[src/rtl/core/assert_macros.svh]
// ---------------------------------------------------------------------------
// Assertion macros
// Shared concurrent assertion forms, clocked on clk and disabled in reset.
// ---------------------------------------------------------------------------
`ifndef ASSERT_MACROS_SVH
`define ASSERT_MACROS_SVH

// Same-cycle implication.
`define FOIU_ASSERT_IMP(label, ante, cons, msg) \
	label: assert property (@(posedge clk) disable iff (!arst_n) (ante) |-> (cons)) \
		else $error(msg);

// Next-cycle implication.
`define FOIU_ASSERT_NXT(label, ante, cons, msg) \
	label: assert property (@(posedge clk) disable iff (!arst_n) (ante) |=> (cons)) \
		else $error(msg);

`endif

[src/rtl/core/foiu_pkg.sv]
// ---------------------------------------------------------------------------
// foiu_pkg
// Types, constants and the microcode ROM of the four-operation integer unit.
// ---------------------------------------------------------------------------
package foiu_pkg;

	localparam int OPERAND_BITS_DEF = 31;
	localparam int VALUE_BITS       = 32;
	localparam int KIND_BITS        = 2;
	localparam int PCT_BITS         = 7;
	localparam int PCT_SCALE        = 100;
	localparam int UPC_BITS         = 5;

	typedef enum logic [KIND_BITS-1:0] {
		KIND_SUM  = 2'd0,
		KIND_ABS  = 2'd1,
		KIND_PCT  = 2'd2,
		KIND_GCD  = 2'd3
	} kind_t;

	typedef enum logic [3:0] {
		OP_NOP,
		OP_SUM,
		OP_ABS,
		OP_ORDER,
		OP_DBL,
		OP_ADD,
		OP_PCT_OUT,
		OP_P100,
		OP_ERR,
		OP_GSTEP,
		OP_MERGE,
		OP_SHL,
		OP_GOUT
	} op_t;

	typedef enum logic [2:0] {
		C_NEXT,
		C_ALWAYS,
		C_X_ZERO,
		C_X_EQ_Y,
		C_Y_ZERO,
		C_GCD_MORE,
		C_K_ZERO,
		C_K_MORE
	} cond_t;

	typedef struct packed {
		op_t                 op;
		cond_t               cond;
		logic [UPC_BITS-1:0] target;
		logic                finish;
	} cw_t;

	typedef struct packed {
		logic load;
		op_t  op;
	} ctrl_t;

	typedef struct packed {
		logic x_zero;
		logic y_zero;
		logic x_eq_y;
		logic gcd_more;
		logic k_zero;
		logic k_more;
	} status_t;

	// Program addresses.
	localparam logic [UPC_BITS-1:0] ADDR_SUM     = 5'd0;
	localparam logic [UPC_BITS-1:0] ADDR_ABS     = 5'd1;
	localparam logic [UPC_BITS-1:0] ADDR_PCT     = 5'd2;
	localparam logic [UPC_BITS-1:0] ADDR_PCT_ZCK = 5'd3;
	localparam logic [UPC_BITS-1:0] ADDR_PCT_ECK = 5'd4;
	localparam logic [UPC_BITS-1:0] ADDR_B6_DBL  = 5'd5;
	localparam logic [UPC_BITS-1:0] ADDR_B6_ADD  = 5'd6;
	localparam logic [UPC_BITS-1:0] ADDR_B5_DBL  = 5'd7;
	localparam logic [UPC_BITS-1:0] ADDR_B5_ADD  = 5'd8;
	localparam logic [UPC_BITS-1:0] ADDR_B4_DBL  = 5'd9;
	localparam logic [UPC_BITS-1:0] ADDR_B3_DBL  = 5'd10;
	localparam logic [UPC_BITS-1:0] ADDR_B2_DBL  = 5'd11;
	localparam logic [UPC_BITS-1:0] ADDR_B2_ADD  = 5'd12;
	localparam logic [UPC_BITS-1:0] ADDR_B1_DBL  = 5'd13;
	localparam logic [UPC_BITS-1:0] ADDR_B0_DBL  = 5'd14;
	localparam logic [UPC_BITS-1:0] ADDR_PCT_OUT = 5'd15;
	localparam logic [UPC_BITS-1:0] ADDR_GCD     = 5'd16;
	localparam logic [UPC_BITS-1:0] ADDR_GSTEP   = 5'd17;
	localparam logic [UPC_BITS-1:0] ADDR_GMERGE  = 5'd18;
	localparam logic [UPC_BITS-1:0] ADDR_GSHL    = 5'd19;
	localparam logic [UPC_BITS-1:0] ADDR_GOUT    = 5'd20;
	localparam logic [UPC_BITS-1:0] ADDR_P100    = 5'd21;
	localparam logic [UPC_BITS-1:0] ADDR_ERR     = 5'd22;
	localparam logic [UPC_BITS-1:0] ADDR_LAST    = ADDR_ERR;

	function automatic cw_t make_cw(input op_t op, input cond_t cond,
			input logic [UPC_BITS-1:0] target, input logic finish);
		cw_t w;
		w.op     = op;
		w.cond   = cond;
		w.target = target;
		w.finish = finish;
		return w;
	endfunction

	function automatic logic [UPC_BITS-1:0] foiu_entry(input kind_t kind);
		logic [UPC_BITS-1:0] a;
		case (kind)
			KIND_SUM: a = ADDR_SUM;
			KIND_ABS: a = ADDR_ABS;
			KIND_PCT: a = ADDR_PCT;
			default:  a = ADDR_GCD;
		endcase
		return a;
	endfunction

	// The percentage runs one long division of small*100 by big: a doubling
	// step for every bit of 100 (1100100 in binary) and an add-small step
	// for every one bit.
	function automatic cw_t foiu_rom(input logic [UPC_BITS-1:0] addr);
		cw_t w;
		case (addr)
			ADDR_SUM:     w = make_cw(OP_SUM,     C_NEXT,     ADDR_SUM,    1'b1);
			ADDR_ABS:     w = make_cw(OP_ABS,     C_NEXT,     ADDR_SUM,    1'b1);
			ADDR_PCT:     w = make_cw(OP_ORDER,   C_NEXT,     ADDR_SUM,    1'b0);
			ADDR_PCT_ZCK: w = make_cw(OP_NOP,     C_X_ZERO,   ADDR_ERR,    1'b0);
			ADDR_PCT_ECK: w = make_cw(OP_NOP,     C_X_EQ_Y,   ADDR_P100,   1'b0);
			ADDR_B6_DBL:  w = make_cw(OP_DBL,     C_NEXT,     ADDR_SUM,    1'b0);
			ADDR_B6_ADD:  w = make_cw(OP_ADD,     C_NEXT,     ADDR_SUM,    1'b0);
			ADDR_B5_DBL:  w = make_cw(OP_DBL,     C_NEXT,     ADDR_SUM,    1'b0);
			ADDR_B5_ADD:  w = make_cw(OP_ADD,     C_NEXT,     ADDR_SUM,    1'b0);
			ADDR_B4_DBL:  w = make_cw(OP_DBL,     C_NEXT,     ADDR_SUM,    1'b0);
			ADDR_B3_DBL:  w = make_cw(OP_DBL,     C_NEXT,     ADDR_SUM,    1'b0);
			ADDR_B2_DBL:  w = make_cw(OP_DBL,     C_NEXT,     ADDR_SUM,    1'b0);
			ADDR_B2_ADD:  w = make_cw(OP_ADD,     C_NEXT,     ADDR_SUM,    1'b0);
			ADDR_B1_DBL:  w = make_cw(OP_DBL,     C_NEXT,     ADDR_SUM,    1'b0);
			ADDR_B0_DBL:  w = make_cw(OP_DBL,     C_NEXT,     ADDR_SUM,    1'b0);
			ADDR_PCT_OUT: w = make_cw(OP_PCT_OUT, C_NEXT,     ADDR_SUM,    1'b1);
			ADDR_GCD:     w = make_cw(OP_NOP,     C_Y_ZERO,   ADDR_ERR,    1'b0);
			ADDR_GSTEP:   w = make_cw(OP_GSTEP,   C_GCD_MORE, ADDR_GSTEP,  1'b0);
			ADDR_GMERGE:  w = make_cw(OP_MERGE,   C_K_ZERO,   ADDR_GOUT,   1'b0);
			ADDR_GSHL:    w = make_cw(OP_SHL,     C_K_MORE,   ADDR_GSHL,   1'b0);
			ADDR_GOUT:    w = make_cw(OP_GOUT,    C_NEXT,     ADDR_SUM,    1'b1);
			ADDR_P100:    w = make_cw(OP_P100,    C_NEXT,     ADDR_SUM,    1'b1);
			ADDR_ERR:     w = make_cw(OP_ERR,     C_NEXT,     ADDR_SUM,    1'b1);
			default:      w = make_cw(OP_ERR,     C_NEXT,     ADDR_SUM,    1'b1);
		endcase
		return w;
	endfunction

endpackage

[src/rtl/core/foiu_channels.sv]
// ---------------------------------------------------------------------------
// foiu channels
// Valid/ready channels for request and response items of the integer unit.
// ---------------------------------------------------------------------------
interface foiu_req_if #(
	parameter int OPERAND_BITS = foiu_pkg::OPERAND_BITS_DEF
);
	logic                           valid;
	logic                           ready;
	logic [foiu_pkg::KIND_BITS-1:0] kind;
	logic [OPERAND_BITS-1:0]        operand_a;
	logic [OPERAND_BITS-1:0]        operand_b;

	modport source (output valid, kind, operand_a, operand_b, input ready);
	modport sink (input valid, kind, operand_a, operand_b, output ready);
endinterface

interface foiu_rsp_if;
	logic                            valid;
	logic                            ready;
	logic [foiu_pkg::VALUE_BITS-1:0] value;
	logic                            div_error;

	modport source (output valid, value, div_error, input ready);
	modport sink (input valid, value, div_error, output ready);
endinterface

[src/rtl/core/foiu_datapath.sv]
// ---------------------------------------------------------------------------
// foiu_datapath
// Operand registers, compare/subtract logic and the result selection,
// driven one control word at a time by the sequencer.
// ---------------------------------------------------------------------------
module foiu_datapath #(
	parameter int OPERAND_BITS = foiu_pkg::OPERAND_BITS_DEF
) (
	input  logic                            clk,
	input  foiu_pkg::ctrl_t                 ctrl,
	input  logic [OPERAND_BITS-1:0]         operand_a,
	input  logic [OPERAND_BITS-1:0]         operand_b,
	output foiu_pkg::status_t               status,
	output logic [foiu_pkg::VALUE_BITS-1:0] value,
	output logic                            div_error
);
	import foiu_pkg::*;

	localparam int N  = OPERAND_BITS;
	localparam int KW = $clog2(N);

	logic [N-1:0]        x_q, y_q, r_q;
	logic [PCT_BITS-1:0] q_q;
	logic [KW-1:0]       k_q;

	logic          x_ge_y;
	logic [N-1:0]  diff_xy, diff_yx;
	logic [N:0]    sum_w;
	logic [N:0]    pct_t;
	logic          pct_ge;
	logic [N-1:0]  pct_r;
	logic [N-1:0]  gx, gy;
	logic          gk_inc;

	assign x_ge_y  = x_q >= y_q;
	assign diff_xy = x_q - y_q;
	assign diff_yx = y_q - x_q;
	assign sum_w   = {1'b0, x_q} + {1'b0, y_q};

	// Percentage: x holds the larger operand, y the smaller, r the remainder.
	assign pct_t  = (ctrl.op == OP_ADD) ? ({1'b0, r_q} + {1'b0, y_q}) : {r_q, 1'b0};
	assign pct_ge = pct_t >= {1'b0, x_q};
	assign pct_r  = pct_ge ? N'(pct_t - {1'b0, x_q}) : N'(pct_t);

	// One step of the binary GCD: shared factors of two are counted in k.
	always_comb begin
		gx     = x_q;
		gy     = y_q;
		gk_inc = 1'b0;
		if (!x_q[0] && !y_q[0]) begin
			gx     = x_q >> 1;
			gy     = y_q >> 1;
			gk_inc = 1'b1;
		end else if (!x_q[0]) begin
			gx = x_q >> 1;
		end else if (!y_q[0]) begin
			gy = y_q >> 1;
		end else if (x_ge_y) begin
			gx = diff_xy;
		end else begin
			gy = diff_yx;
		end
	end

	assign status.x_zero   = (x_q == '0);
	assign status.y_zero   = (y_q == '0);
	assign status.x_eq_y   = (x_q == y_q);
	assign status.gcd_more = (gx != '0) && (gy != '0);
	assign status.k_zero   = (k_q == '0);
	assign status.k_more   = (k_q != KW'(1));

	always_ff @(posedge clk) begin
		if (ctrl.load) begin
			x_q <= operand_a;
			y_q <= operand_b;
			r_q <= '0;
			q_q <= '0;
			k_q <= '0;
		end else begin
			case (ctrl.op)
				OP_ORDER: begin
					if (!x_ge_y) begin
						x_q <= y_q;
						y_q <= x_q;
					end
				end
				OP_DBL: begin
					r_q <= pct_r;
					q_q <= {q_q[PCT_BITS-2:0], pct_ge};
				end
				OP_ADD: begin
					r_q <= pct_r;
					q_q <= q_q + PCT_BITS'(pct_ge);
				end
				OP_GSTEP: begin
					x_q <= gx;
					y_q <= gy;
					k_q <= k_q + KW'(gk_inc);
				end
				OP_MERGE: x_q <= x_q | y_q;
				OP_SHL: begin
					x_q <= x_q << 1;
					k_q <= k_q - KW'(1);
				end
				default: ;
			endcase
		end
	end

	always_comb begin
		value     = '0;
		div_error = 1'b0;
		case (ctrl.op)
			OP_SUM:     value = VALUE_BITS'(sum_w);
			OP_ABS:     value = x_ge_y ? VALUE_BITS'(diff_xy) : VALUE_BITS'(diff_yx);
			OP_PCT_OUT: value = VALUE_BITS'(q_q);
			OP_P100:    value = VALUE_BITS'(PCT_SCALE);
			OP_GOUT:    value = VALUE_BITS'(x_q);
			OP_ERR:     div_error = 1'b1;
			default:    value = '0;
		endcase
	end

endmodule

[src/rtl/core/four_op_integer_unit_top.sv]
// ---------------------------------------------------------------------------
// four_op_integer_unit_top
// Integer unit: sum, absolute difference, percentage and GCD of two operands.
// ---------------------------------------------------------------------------
// One item is worked on at a time, by a microcoded sequencer that steps a
// small program through the datapath's compare/subtract logic, one step per
// clock. A sum or a difference is a single step. A percentage is done as a
// long division: the ordering, zero and equality checks, one step per bit
// of 100 and per one bit of it, and the output step. A GCD is a zero check,
// binary-GCD steps while both values stay non-zero, a merge, one shift per
// shared factor of two and the output step. A new item is taken as soon as
// the previous result sits in the output register, and a result waits there
// until it is taken, stalling only the final step of the next item.

`include "assert_macros.svh"

module four_op_integer_unit_top #(
	parameter int OPERAND_BITS = foiu_pkg::OPERAND_BITS_DEF
) (
	input logic         clk,
	input logic         arst_n,
	foiu_req_if.sink    req,
	foiu_rsp_if.source  rsp
);
	import foiu_pkg::*;

	logic                  busy_q;
	logic [UPC_BITS-1:0]   upc_q;
	cw_t                   cw;
	ctrl_t                 ctrl;
	status_t               status;
	logic                  taken;
	logic                  stall;
	logic                  advance;
	logic                  accept;
	logic                  rsp_valid_q;
	logic [VALUE_BITS-1:0] value_q;
	logic                  err_q;
	logic [VALUE_BITS-1:0] dp_value;
	logic                  dp_err;

	assign cw      = foiu_rom(upc_q);
	assign accept  = req.valid && req.ready;
	assign stall   = busy_q && cw.finish && rsp_valid_q && !rsp.ready;
	assign advance = busy_q && !stall;

	assign ctrl.load = accept;
	assign ctrl.op   = advance ? cw.op : OP_NOP;

	always_comb begin
		case (cw.cond)
			C_ALWAYS:   taken = 1'b1;
			C_X_ZERO:   taken = status.x_zero;
			C_X_EQ_Y:   taken = status.x_eq_y;
			C_Y_ZERO:   taken = status.y_zero;
			C_GCD_MORE: taken = status.gcd_more;
			C_K_ZERO:   taken = status.k_zero;
			C_K_MORE:   taken = status.k_more;
			default:    taken = 1'b0;
		endcase
	end

	foiu_datapath #(
		.OPERAND_BITS(OPERAND_BITS)
	) u_datapath (
		.clk       (clk),
		.ctrl      (ctrl),
		.operand_a (OPERAND_BITS'(req.operand_a)),
		.operand_b (OPERAND_BITS'(req.operand_b)),
		.status    (status),
		.value     (dp_value),
		.div_error (dp_err)
	);

	always_ff @(posedge clk or negedge arst_n) begin
		if (!arst_n) begin
			busy_q <= 1'b0;
			upc_q  <= ADDR_SUM;
		end else if (accept) begin
			busy_q <= 1'b1;
			upc_q  <= foiu_entry(kind_t'(req.kind));
		end else if (advance) begin
			if (cw.finish) begin
				busy_q <= 1'b0;
			end
			upc_q <= taken ? cw.target : UPC_BITS'(upc_q + 1'b1);
		end
	end

	always_ff @(posedge clk or negedge arst_n) begin
		if (!arst_n) begin
			rsp_valid_q <= 1'b0;
		end else if (advance && cw.finish) begin
			rsp_valid_q <= 1'b1;
		end else if (rsp.ready) begin
			rsp_valid_q <= 1'b0;
		end
	end

	always_ff @(posedge clk) begin
		if (advance && cw.finish) begin
			value_q <= dp_value;
			err_q   <= dp_err;
		end
	end

	assign req.ready     = !busy_q;
	assign rsp.valid     = rsp_valid_q;
	assign rsp.value     = value_q;
	assign rsp.div_error = err_q;

	`FOIU_ASSERT_NXT(a_busy_after_accept, accept, busy_q && !req.ready, "item accepted but sequencer idle")
	`FOIU_ASSERT_IMP(a_err_value_zero, rsp.valid && rsp.div_error, rsp.value == '0, "error result with non-zero value")
	`FOIU_ASSERT_IMP(a_upc_in_program, busy_q, upc_q <= ADDR_LAST, "microcode address outside the program")
	`FOIU_ASSERT_NXT(a_hold_on_stall, stall, busy_q && $stable(upc_q), "final step left while output blocked")

endmodule
[src/flat_wrapper.sv]
// flat-port wrapper written by rule: the top's interface ports become plain ports
module four_op_integer_unit_top_flat import foiu_pkg::*;
#(
	parameter int OPERAND_BITS = foiu_pkg::OPERAND_BITS_DEF
)
  (clk, arst_n, req_valid, req_kind, req_operand_a, req_operand_b, req_ready, rsp_valid, rsp_value, rsp_div_error, rsp_ready);
  foiu_req_if #(.OPERAND_BITS(OPERAND_BITS)) req_i ();
  foiu_rsp_if rsp_i ();
  input logic clk;
  input logic arst_n;
  input wire logic [$bits(req_i.valid)-1:0] req_valid;
  input wire logic [$bits(req_i.kind)-1:0] req_kind;
  input wire logic [$bits(req_i.operand_a)-1:0] req_operand_a;
  input wire logic [$bits(req_i.operand_b)-1:0] req_operand_b;
  output wire logic [$bits(req_i.ready)-1:0] req_ready;
  output wire logic [$bits(rsp_i.valid)-1:0] rsp_valid;
  output wire logic [$bits(rsp_i.value)-1:0] rsp_value;
  output wire logic [$bits(rsp_i.div_error)-1:0] rsp_div_error;
  input wire logic [$bits(rsp_i.ready)-1:0] rsp_ready;
  assign req_i.valid = req_valid;
  assign req_i.kind = req_kind;
  assign req_i.operand_a = req_operand_a;
  assign req_i.operand_b = req_operand_b;
  assign req_ready = req_i.ready;
  assign rsp_valid = rsp_i.valid;
  assign rsp_value = rsp_i.value;
  assign rsp_div_error = rsp_i.div_error;
  assign rsp_i.ready = rsp_ready;
  four_op_integer_unit_top #(.OPERAND_BITS(OPERAND_BITS)) u_core (.clk(clk), .arst_n(arst_n), .req(req_i), .rsp(rsp_i));
endmodule
[config.mk]
export PLATFORM = sky130hd
export DESIGN_NAME = four_op_integer_unit_top_flat
export DESIGN_NICKNAME = d
export VERILOG_FILES = /design/src/rtl/core/foiu_pkg.sv /design/src/rtl/core/foiu_channels.sv /design/src/rtl/core/foiu_datapath.sv /design/src/rtl/core/four_op_integer_unit_top.sv /design/src/flat_wrapper.sv
export VERILOG_INCLUDE_DIRS = /design/src /design/src/rtl/core
export SDC_FILE = /design/constraint.sdc
export NUM_CORES = 1
export LEC_CHECK = 0
export BUFFER_PORTS_ARGS = -buffer_cell sky130_fd_sc_hd__buf_2
export CAP_MARGIN = 20
export CORE_ASPECT_RATIO = 2
export CORE_UTILIZATION = 35
export DETAILED_ROUTE_END_ITERATION = 8
export GPL_TIMING_DRIVEN = 0
export HOLD_SLACK_MARGIN = 0.06
export PLACE_DENSITY_LB_ADDON = 0.08
export SYNTH_ARGS = -nofsm -noshare
export SYNTH_HDL_FRONTEND = slang
export SYNTH_SLANG_ARGS = --single-unit
[constraint.sdc]
create_clock -name clk -period 9.47 [get_ports clk]
set_input_delay 0 -clock clk [delete_from_list [all_inputs] [get_ports clk]]
set_output_delay 0 -clock clk [all_outputs]
set_load 0.02 [all_outputs]
Word-level counts from Yosys, hierarchy flattened:

Memory sizes are Yosys's and may differ from the RTL's.
Cells that the tools add are included.

* reductions and logical operators: 30
* muxes and demuxes: 33
* add/sub/neg operators: 9
* $lt $le $gt $ge: 2
* bitwise logic cells: 1
* equal/unequal tests: 24

Operators by type and width (number)
* 31-bit 2-to-1 mux: 14
* 32-bit case mux with 5 select lines: 1
* 31-bit case mux with 4 select lines: 1
* 31-bit subtractor: 3
* 31-bit by 31-bit adder with 32-bit output: 2
* 31-bit logical NOT: 2
* 31-bit case mux with 2 select lines: 1
* 31-bit nonzero test: 2
* 32-bit by 31-bit greater-or-equal comparator with 1-bit output: 1
* 32-bit 2-to-1 mux: 1
* 31-bit equality test: 1
* 31-bit greater-or-equal comparator: 1
* 31-bit OR: 1
* 4-bit equality test (second input constant): 5
* 4-bit by 3-bit equality test with 1-bit output (second input constant): 4
* 5-bit 2-to-1 mux: 3
* 5-bit case mux with 3 select lines: 1
* 7-bit case mux with 2 select lines: 1
* 3-bit equality test (second input constant): 4
* 5-bit case mux with 2 select lines: 1
* 2-bit nonzero test: 5
* 4-bit by 2-bit equality test with 1-bit output (second input constant): 2
* 1-bit logical AND: 8
* 7-bit by 1-bit adder with 7-bit output: 1
* 20 further kinds: 33

* flip-flop bits (word level): 145
* input port bits: 68
* memories: 1
* memory bits (read-only): 384

Memories
* (name not given): words 32, bits a word 12, read ports 1, clocked after memory_dff 0, wr ports 0, RTL line foiu_pkg.sv:121 `case (addr)`

Depth between registers and ports, before layout:

Gate-level depths: netlist of run 1.
An unclocked memory read counts as a cell.

* depth after elaboration: 12
* depth in mapped cells: 33

Modules after synthesis:

Synthesis of run 1 repeated with hierarchy kept, for this count alone.

* cells, all modules: 2526
* area, all modules: 19127.1 sq um

By module, submodules not included
* foiu_datapath: times used 1, area an instance 17237.8 sq um, cells an instance 2382
* four_op_integer_unit_top: times used 1, area an instance 1889.3 sq um, cells an instance 144

Worst setup path after synthesis of run 1:

Ideal clock, no wire load.

* path kind: register -> register
* start: register u_core.upc_q[0]
* end: register u_core.u_datapath.q_q[6]
* path slack: 2.423 ns
* data required time: 9.342 ns
* setup time: 0.128 ns
* arrival time: 6.920 ns
* stages on the path, launching flop included: 30
* path buffers: 3
* path through: dfrtp_1 -> inv_1 -> ha_1 -> nor2b_1 -> o311ai_1 -> nand3_1 -> or2_0 -> clkbuf_1 -> clkbuf_1 -> o21ai_0 -> ha_1 -> a21oi_1 -> o21ai_0 -> a2111oi_0 -> o31ai_1 -> a21oi_1 -> o211ai_1 -> a21oi_1 -> o21a_1 -> nand2_1 -> o21ai_1 -> inv_2 -> clkbuf_1 -> ha_1 -> ha_1 -> nand4_1 -> o21ai_0 -> a22o_1 -> a22oi_1 -> nor2_1

* word-level cells in the longest chain between the ends: 12
* elaborated cells between the ends (all ways): 14
* those cells by class: add/sub (1); order compare (1); eq/ne (2); mux (3); reduce/logical (6); memory (1)

Ends and longest elaborated chain
* start, declared: RTL line four_op_integer_unit_top.sv:28 `logic [UPC_BITS-1:0] upc_q;`
* start signal, assigned: RTL line four_op_integer_unit_top.sv:81 `upc_q <= foiu_entry(kind_t'(req.kind));`
* start signal, assigned: RTL line four_op_integer_unit_top.sv:86 `upc_q <= taken ? cw.target : UPC_BITS'(upc_q + 1'b1);`
* memory read 32 x 12 bit (*)
* 1-bit logical AND (3 in a row): RTL line four_op_integer_unit_top.sv:44 `assign stall = busy_q && cw.finish && rsp_valid_q && !rsp.ready;`
* 1-bit logical NOT: RTL line four_op_integer_unit_top.sv:45 `assign advance = busy_q && !stall;`
* 1-bit logical AND: RTL line four_op_integer_unit_top.sv:45
* 4-bit 2-to-1 mux (*): RTL line four_op_integer_unit_top.sv:48 `assign ctrl.op = advance ? cw.op : OP_NOP;`
* 4-bit by 3-bit equality test with 1-bit output: RTL line foiu_datapath.sv:41, foiu_datapath.sv:80
* 32-bit 2-to-1 mux: RTL line foiu_datapath.sv:41 `assign pct_t = (ctrl.op == OP_ADD) ? ({1'b0, r_q} + {1'b0, y_q}) : {r_q, 1'b0};`
* 32-bit by 31-bit greater-or-equal comparator with 1-bit output: RTL line foiu_datapath.sv:42 `assign pct_ge = pct_t >= {1'b0, x_q};`
* 7-bit by 1-bit adder with 7-bit output: RTL line foiu_datapath.sv:93 `q_q <= q_q + PCT_BITS'(pct_ge);`
* 7-bit case mux with 2 select lines: RTL line foiu_datapath.sv:80 `case (ctrl.op)`
* end signal, assigned: RTL line foiu_datapath.sv:89 `q_q <= {q_q[PCT_BITS-2:0], pct_ge};`
* end signal, assigned: RTL line foiu_datapath.sv:93
* end, declared: RTL line foiu_datapath.sv:23 `logic [PCT_BITS-1:0] q_q;`

Mark *: on every way between the ends. The rest lies on a longest branch, timed or not.
A chain may end at the register's enable or synchronous reset.

Worst setup path in the final report of run 1:

* start: register u_core.upc_q[1]
* end: register u_core.u_datapath.q_q[6]

Same word-level chain as after synthesis.

==> summary.md, run 1 <==
| Metric | Value |
|---|---|
| Yosys top cell by area | edfxtp_1 |
| Critical Path Start Type | flop |
| # port buffers | 102 |
| Initial antenna violation count | 3 |
| Hpwl dp | 90100 um |
| P&R area growth vs syn | 15.5% |
| Syn Nets | 2678 |
| Starting density of the core | 0.356 |
| Minimum clock period | 8.75 ns |
| Worst slack, placed | -1.18 ns |
| Cells after Synth | 2408 |
| CP max stage delay | 0.65 ns |
| Netlist Area Pre-Place | 0.0182 sq mm |
| Setup WS post-layout | 0.719 ns |
| RePlAce Congestion | 1.03 |
| Post-synth EDFFs | 95 |
| Worst hold path type | in -> reg |
| Slew @ Worst Pin | 1.32 ns |
| Top delay family on crit path | compound AO/OA/AOI/OAI gates |
| Top-count cell post-synth | o21ai_0 |
| DRC Markers | 0 |
| Clk buf depth | 2 |
| Largest cells by area after synthesis | edfxtp_1 (16%), ha_1 (14%), o21ai_0 (7.1%), a21oi_1 (5.9%), xnor2_1 (5.4%) |
| # clock sinks | 145 |
| Status | finished clean |
| Share of layout cells above drive strength 1 | 0.0876 |
| Max frequency | 114 MHz |
| Seq/Total Area, Yosys | 0.214 |
| # IOs | 103 |
| DR vias/cell | 6.48 |
| CP Max Fanout | 18 |
| Top-area cell type share of the netlist area | 0.157 |
| Top post-synthesis cells by count | o21ai_0 (257), nor2_1 (242), nand2_1 (221) |
| Core Area | 0.0511 sq mm |
| # setup viols final | 0 |
| Worst Path Required | 9.82 ns |
| Die width | 163 um |
| # Post-CTS Setup Buffers | 0 |
| Synth Flop Type | edfxtp_1 |
| Most used cell, CP | ha_1 |
| Die area | 0.0529 sq mm |
| Global-route wire length before repair | 157000 um |
| Skew-Pair Late Insertion Delay | 0.49 ns |
| Setup crit end kind | flop |
| CP bufs+invs | 5 |
| WL/cell | 34.7 um |
| Rel. slew slack | 0.112 |
| Critical path's slowest cell | a2111oi_1 |
| Number of global-route vias before repair | 21.3k |
| First-pass iteration count of the detailed router | 7 |
| Post-synthesis cell type count | 88 |
| Root Buffer | clkbuf_16 |
| Total global routing overflow | 0 |
| Num rows | 117 |
| Largest net degree at the start of global routing | 34 |
| Routed Antenna Nets | 0 |
| Vias | 21.2k |
| RSZ-0062 raised after global routing | false |
| Period utilization | 0.924 |
| CTS tree | yes |
| Total Routing Usage GR | 0.431 |
| MaxCap Viol Count | 0 |
| Synth async-reset ratio | 0.0483 |
| Clock slew at reported path FFs | 0.08 ns |
| CP arrival | 9.10 ns |
| Ys Warns | 0 |
| Worst clock skew | 0.0259 ns |
| Final hold vios | 0 |
| Routed Wire Length | 114000 um |
| DR iter-0 viols | 2119 |
| Die Height | 324 um |
| Clock H-tree levels | 4 |
| Pins Over Slew Limit | 0 |
| Post-synthesis area per instance | 7.55 sq um |
| Seq cells post-synth | 145 |
| # nets final | 2883 |
| CTS Buf Count | 17 |
| WS Path Type | reg -> reg |
[cell families (layout without fill, tap and decap cells)]
logic type	Yosys count	after routing	synth area share
compound gates	895	895	0.316
simple gates	735	735	0.188
buf+inv	260	478	0.0565
fa+ha+maj	202	202	0.141
flops	145	145	0.214
xor+xnor	142	142	0.0684
mux	29	29	0.0163
other cells	0	1	0
[final cells by class]
class	instances	area (sq um)
Fill cell	5417	30100
Multi-Input combinational cell	2003	13300
Sequential cell	145	3890
Timing Repair Buffer	187	1400
Tap cell	654	818
Buffer	136	563
Inverter	123	462
Clock buffer	17	425
Clock inverter	15	146
Antenna cell	1	2.50
[worst paths after layout]
path	slack, ns	startpoint	to	cells after the start
max	0.72	u_core.upc_q[1]	u_core.u_datapath.q_q[6]	29
min	0.26	req_valid	u_core.upc_q[0]	4
max reg2reg	0.72	u_core.upc_q[1]	u_core.u_datapath.q_q[6]	29
min reg2reg	0.52	u_core.u_datapath.r_q[2]	u_core.u_datapath.r_q[2]	2
max in group asynchronous	8.68	arst_n	u_core.upc_q[0]	3
min in group asynchronous	0.49	arst_n	u_core.rsp.valid	3
[layer usage]
layer	vias up	track usage	wire length [um]
li1	9323	-	-
met3	480	0.0817	7110
met2	1198	0.735	54700
met1	10200	0.424	38300
met4	2	0.449	13700
met5	-	0	21
[tightest hold or removal path, delay by kind of cell]
| family | cells | cell delay, ns |
|---|---|---|
| AOI/OAI and AO/OA | 2 | 0.27 |
| buffers and inverters | 1 | 0.10 |
| and+or+nand+nor | 1 | 0.31 |
[sequential cells by signal, summed over array words and instances (netlist names)]
name and count:
u_core.rsp.value 32, u_core.u_datapath.r_q 31, u_core.u_datapath.x_q 31, u_core.u_datapath.y_q 31
u_core.u_datapath.q_q 7, u_core.u_datapath.k_q 5, u_core.upc_q 5, u_core.busy_q 1
u_core.rsp.div_error 1, u_core.rsp.valid 1
[placed cells by master, fill, tap and decap left out, drive strengths merged, types with 8 or more instances in the layout]
cell and instances:
clkinv 12, a22oi 26, dlygate4sd3 68, mux2i 24, edfxtp 95, nor4 32
or4 8, nand2 221, or2 10, or3 15, and3 10, nor3 55
o211ai 36, a221o 16, xor2 29, a21oi 214, dfxtp 43, and2 12
o21bai 37, a221oi 23, o22ai 21, a311oi 15, xnor2 113, o31ai 15
nand2b 17, nand4 19, inv 125, a21o 40, nor2b 28, buf 151
nand3 47, a31oi 21, o21a 20, a211oi 48, nor2 244, clkbuf 120
o221ai 11, ha 197, o21ai 267
[timing repair]
item,4_1_cts,5_1_grt
endpoints found under the hold margin,73,0
hold buffers,68,0
pin swaps,0,0
resized for setup,6,2
endpoints found under the setup margin,33,5
[metrics by stage]
| stage | TNS, ns | util | instance area [sq um] | hold slack (ns) | std cells |
|---|---|---|---|---|---|
| CTS | 0 | 0.410 | 21000 | 0.244 | 3279 |
| finish | 0 | 0.411 | 21000 | 0.259 | 3281 |
| floorplan | 0 | - | 18200 | -0.296 | 2408 |
| global route | 0 | 0.411 | 21000 | 0.246 | 3280 |
| detailed placement | -8.51 | 0.385 | 19700 | -0.140 | 3179 |
| global placement | -20.12 | 0.382 | 19500 | -0.145 | 3164 |
Power of run 1 is left out: the tool's default activity adds up to more than one toggle a clock period on the data nets, which glitch-free logic cannot reach.
==> inputs of run 2 (changes only) <==
--- a/config.mk
+++ b/config.mk
@@ -6,9 +6,9 @@
 export SDC_FILE = /design/constraint.sdc
 export NUM_CORES = 1
 export LEC_CHECK = 0
-export BUFFER_PORTS_ARGS = -buffer_cell sky130_fd_sc_hd__buf_2
+export BUFFER_PORTS_ARGS = -buffer_cell sky130_fd_sc_hd__clkbuf_2
 export CAP_MARGIN = 20
-export CORE_ASPECT_RATIO = 2
+export CORE_ASPECT_RATIO = 1.75
 export CORE_UTILIZATION = 35
 export DETAILED_ROUTE_END_ITERATION = 8
 export GPL_TIMING_DRIVEN = 0
==> run 2 against run 1 <==
Global-route usage decreased by 3.2 points. Clock-buffer cell count grew 3. Die area about the same. Routed wire length decreased by 6.1%. Final cell count up 0.52%. Setup slack worse by 0.14 ns. Design area is 0.15% higher. First-iteration DRC count grew 1.9%. Core utilization is 0.14 points lower.
==> summary.md, run 2 (synthesized netlist as in run 1, its figures left out) <==
| Metric | Value |
|---|---|
| Largest net degree at the start of global routing | 27 |
| Starting density of the core | 0.354 |
| Worst hold path type | in -> reg |
| Total global routing overflow | 0 |
| Post-route insts no fill | 3298 |
| CP arrival | 9.23 ns |
| Max frequency | 112 MHz |
| CP max stage delay | 0.55 ns |
| Commonest non-fill, non-tap cell in the layout | o21ai_0 |
| WL/cell | 32.4 um |
| Placed Cells incl. Taps | 3194 |
| # nets final | 2881 |
| Critical Path Start Type | flop |
| RePlAce Congestion | 1.07 |
| Period utilization | 0.939 |
| CTS tree | yes |
| Worst Path Required | 9.81 ns |
| Pins Over Slew Limit | 0 |
| Status | finished clean |
| DRC Markers | 0 |
| Routed Wire Length | 107000 um |
| WS Path Type | reg -> reg |
| Most used cell, CP | ha_1 |
| Number of flip-flops in the largest register | 32 |
| # clock sinks | 145 |
| Number of global-route vias before repair | 21.0k |
| Slew @ Worst Pin | 1.29 ns |
| # IOs | 103 |
| Core Area | 0.0513 sq mm |
| Finished Cell Area | 0.0210 sq mm |
| Global-route wire length before repair | 149000 um |
| Initial antenna violation count | 1 |
| Final hold vios | 0 |
| RSZ-0062 raised after global routing | false |
| Clk buf depth | 2 |
| Skew-Pair Late Insertion Delay | 0.48 ns |
| # port buffers | 102 |
| # setup viols final | 0 |
| Clock H-tree levels | 4 |
| Die area | 0.0529 sq mm |
| DR vias/cell | 6.41 |
| Hpwl dp | 84800 um |
| MaxCap Viol Count | 0 |
| Clock slew at reported path FFs | 0.07 ns |
| CTS Buf Count | 17 |
| Rel. slew slack | 0.132 |
| Die width | 174 um |
| Routed Antenna Nets | 0 |
| Reg2Reg Depth | 29 |
| Worst clock skew | 0.0156 ns |
| DR iter-0 viols | 2159 |
| CP Max Fanout | 18 |
| Commonest non-fill, non-tap cells in the layout | o21ai_0 (257), nor2_1 (240), nand2_1 (221) |
| Total Routing Usage GR | 0.400 |
| Num rows | 110 |
| Hold Crit Depth | 4 |
| Dpl cell area | 0.0197 sq mm |
| Die Height | 303 um |
| Minimum clock period | 8.89 ns |
| Setup crit end kind | flop |
| P&R area growth vs syn | 15.7% |
| Critical path's slowest cell | dfrtp_1 |
| Vias | 21.1k |
| First-pass iteration count of the detailed router | 5 |
| Root Buffer | clkbuf_16 |
| Share of layout cells above drive strength 1 | 0.0857 |
| # Post-CTS Setup Buffers | 0 |
==> run 2: cell count changes in the layout (fill, tap and decap cells not counted), sizes merged <==
cell and change:
bufinv -1, diode +1, buf -103, clkbuf +104, inv -2
==> run 2: metrics by stage <==
step	TNS, ns	setup WS, ns	hold WS (ns)	utilization
5_1_grt	0	0.0574	0.223	0.409
3_3_place_gp	-16.14	-1.38	-0.145	0.380
2_1_floorplan	0	2.42	-0.296	-
4_1_cts	0	0.263	0.196	0.408
6_report	0	0.579	0.225	0.410
3_5_place_dp	-4.62	-0.898	-0.147	0.383
==> run 2: critical path: cells and delay by family (launching register included) <==
kind / cells / cell delay (ns)
buf+inv: 5 / 1.59
fa+ha+maj: 4 / 1.31
simple gates: 6 / 1.31
flops: 1 / 0.55
compound gates: 14 / 3.96
==> run 2: final cells by class <==
class	count	area, sq um
Antenna cell	2	5.00
Buffer	136	562
Clock buffer	20	489
Clock inverter	12	90.1
Fill cell	5414	30300
Inverter	123	462
Multi-Input combinational cell	2003	13300
Sequential cell	145	3890
Tap cell	672	841
Timing Repair Buffer	185	1400
==> run 2: routing by layer <==
| metal | GRT usage | part of all wire |
|---|---|---|
| met1 | 0.410 | 0.35 |
| met2 | 0.701 | 0.48 |
| met3 | 0.0638 | 0.061 |
| met4 | 0.362 | 0.10 |
| met5 | 0 | 0 |
==> run 2: final timing paths <==
path	slack, ns	endpoint	from
worst max-delay path	0.58	u_core.u_datapath.q_q[6]	u_core.upc_q[0]
worst min-delay path	0.22	u_core.upc_q[0]	req_valid
worst max register to register	0.58	u_core.u_datapath.q_q[6]	u_core.upc_q[0]
worst min register to register	0.50	u_core.u_datapath.r_q[2]	u_core.u_datapath.r_q[2]
max in group asynchronous	8.69	u_core.upc_q[3]	arst_n
min in group asynchronous	0.51	u_core.upc_q[1]	arst_n
==> run 2: what timing repair did <==
action	CTS	global route
hold endpoints to repair	73	0
hold buffers	68	0
resized for setup	4	2
setup endpoints to repair	10	4
pin swaps	0	0
Power of run 2 is left out for the same reason.
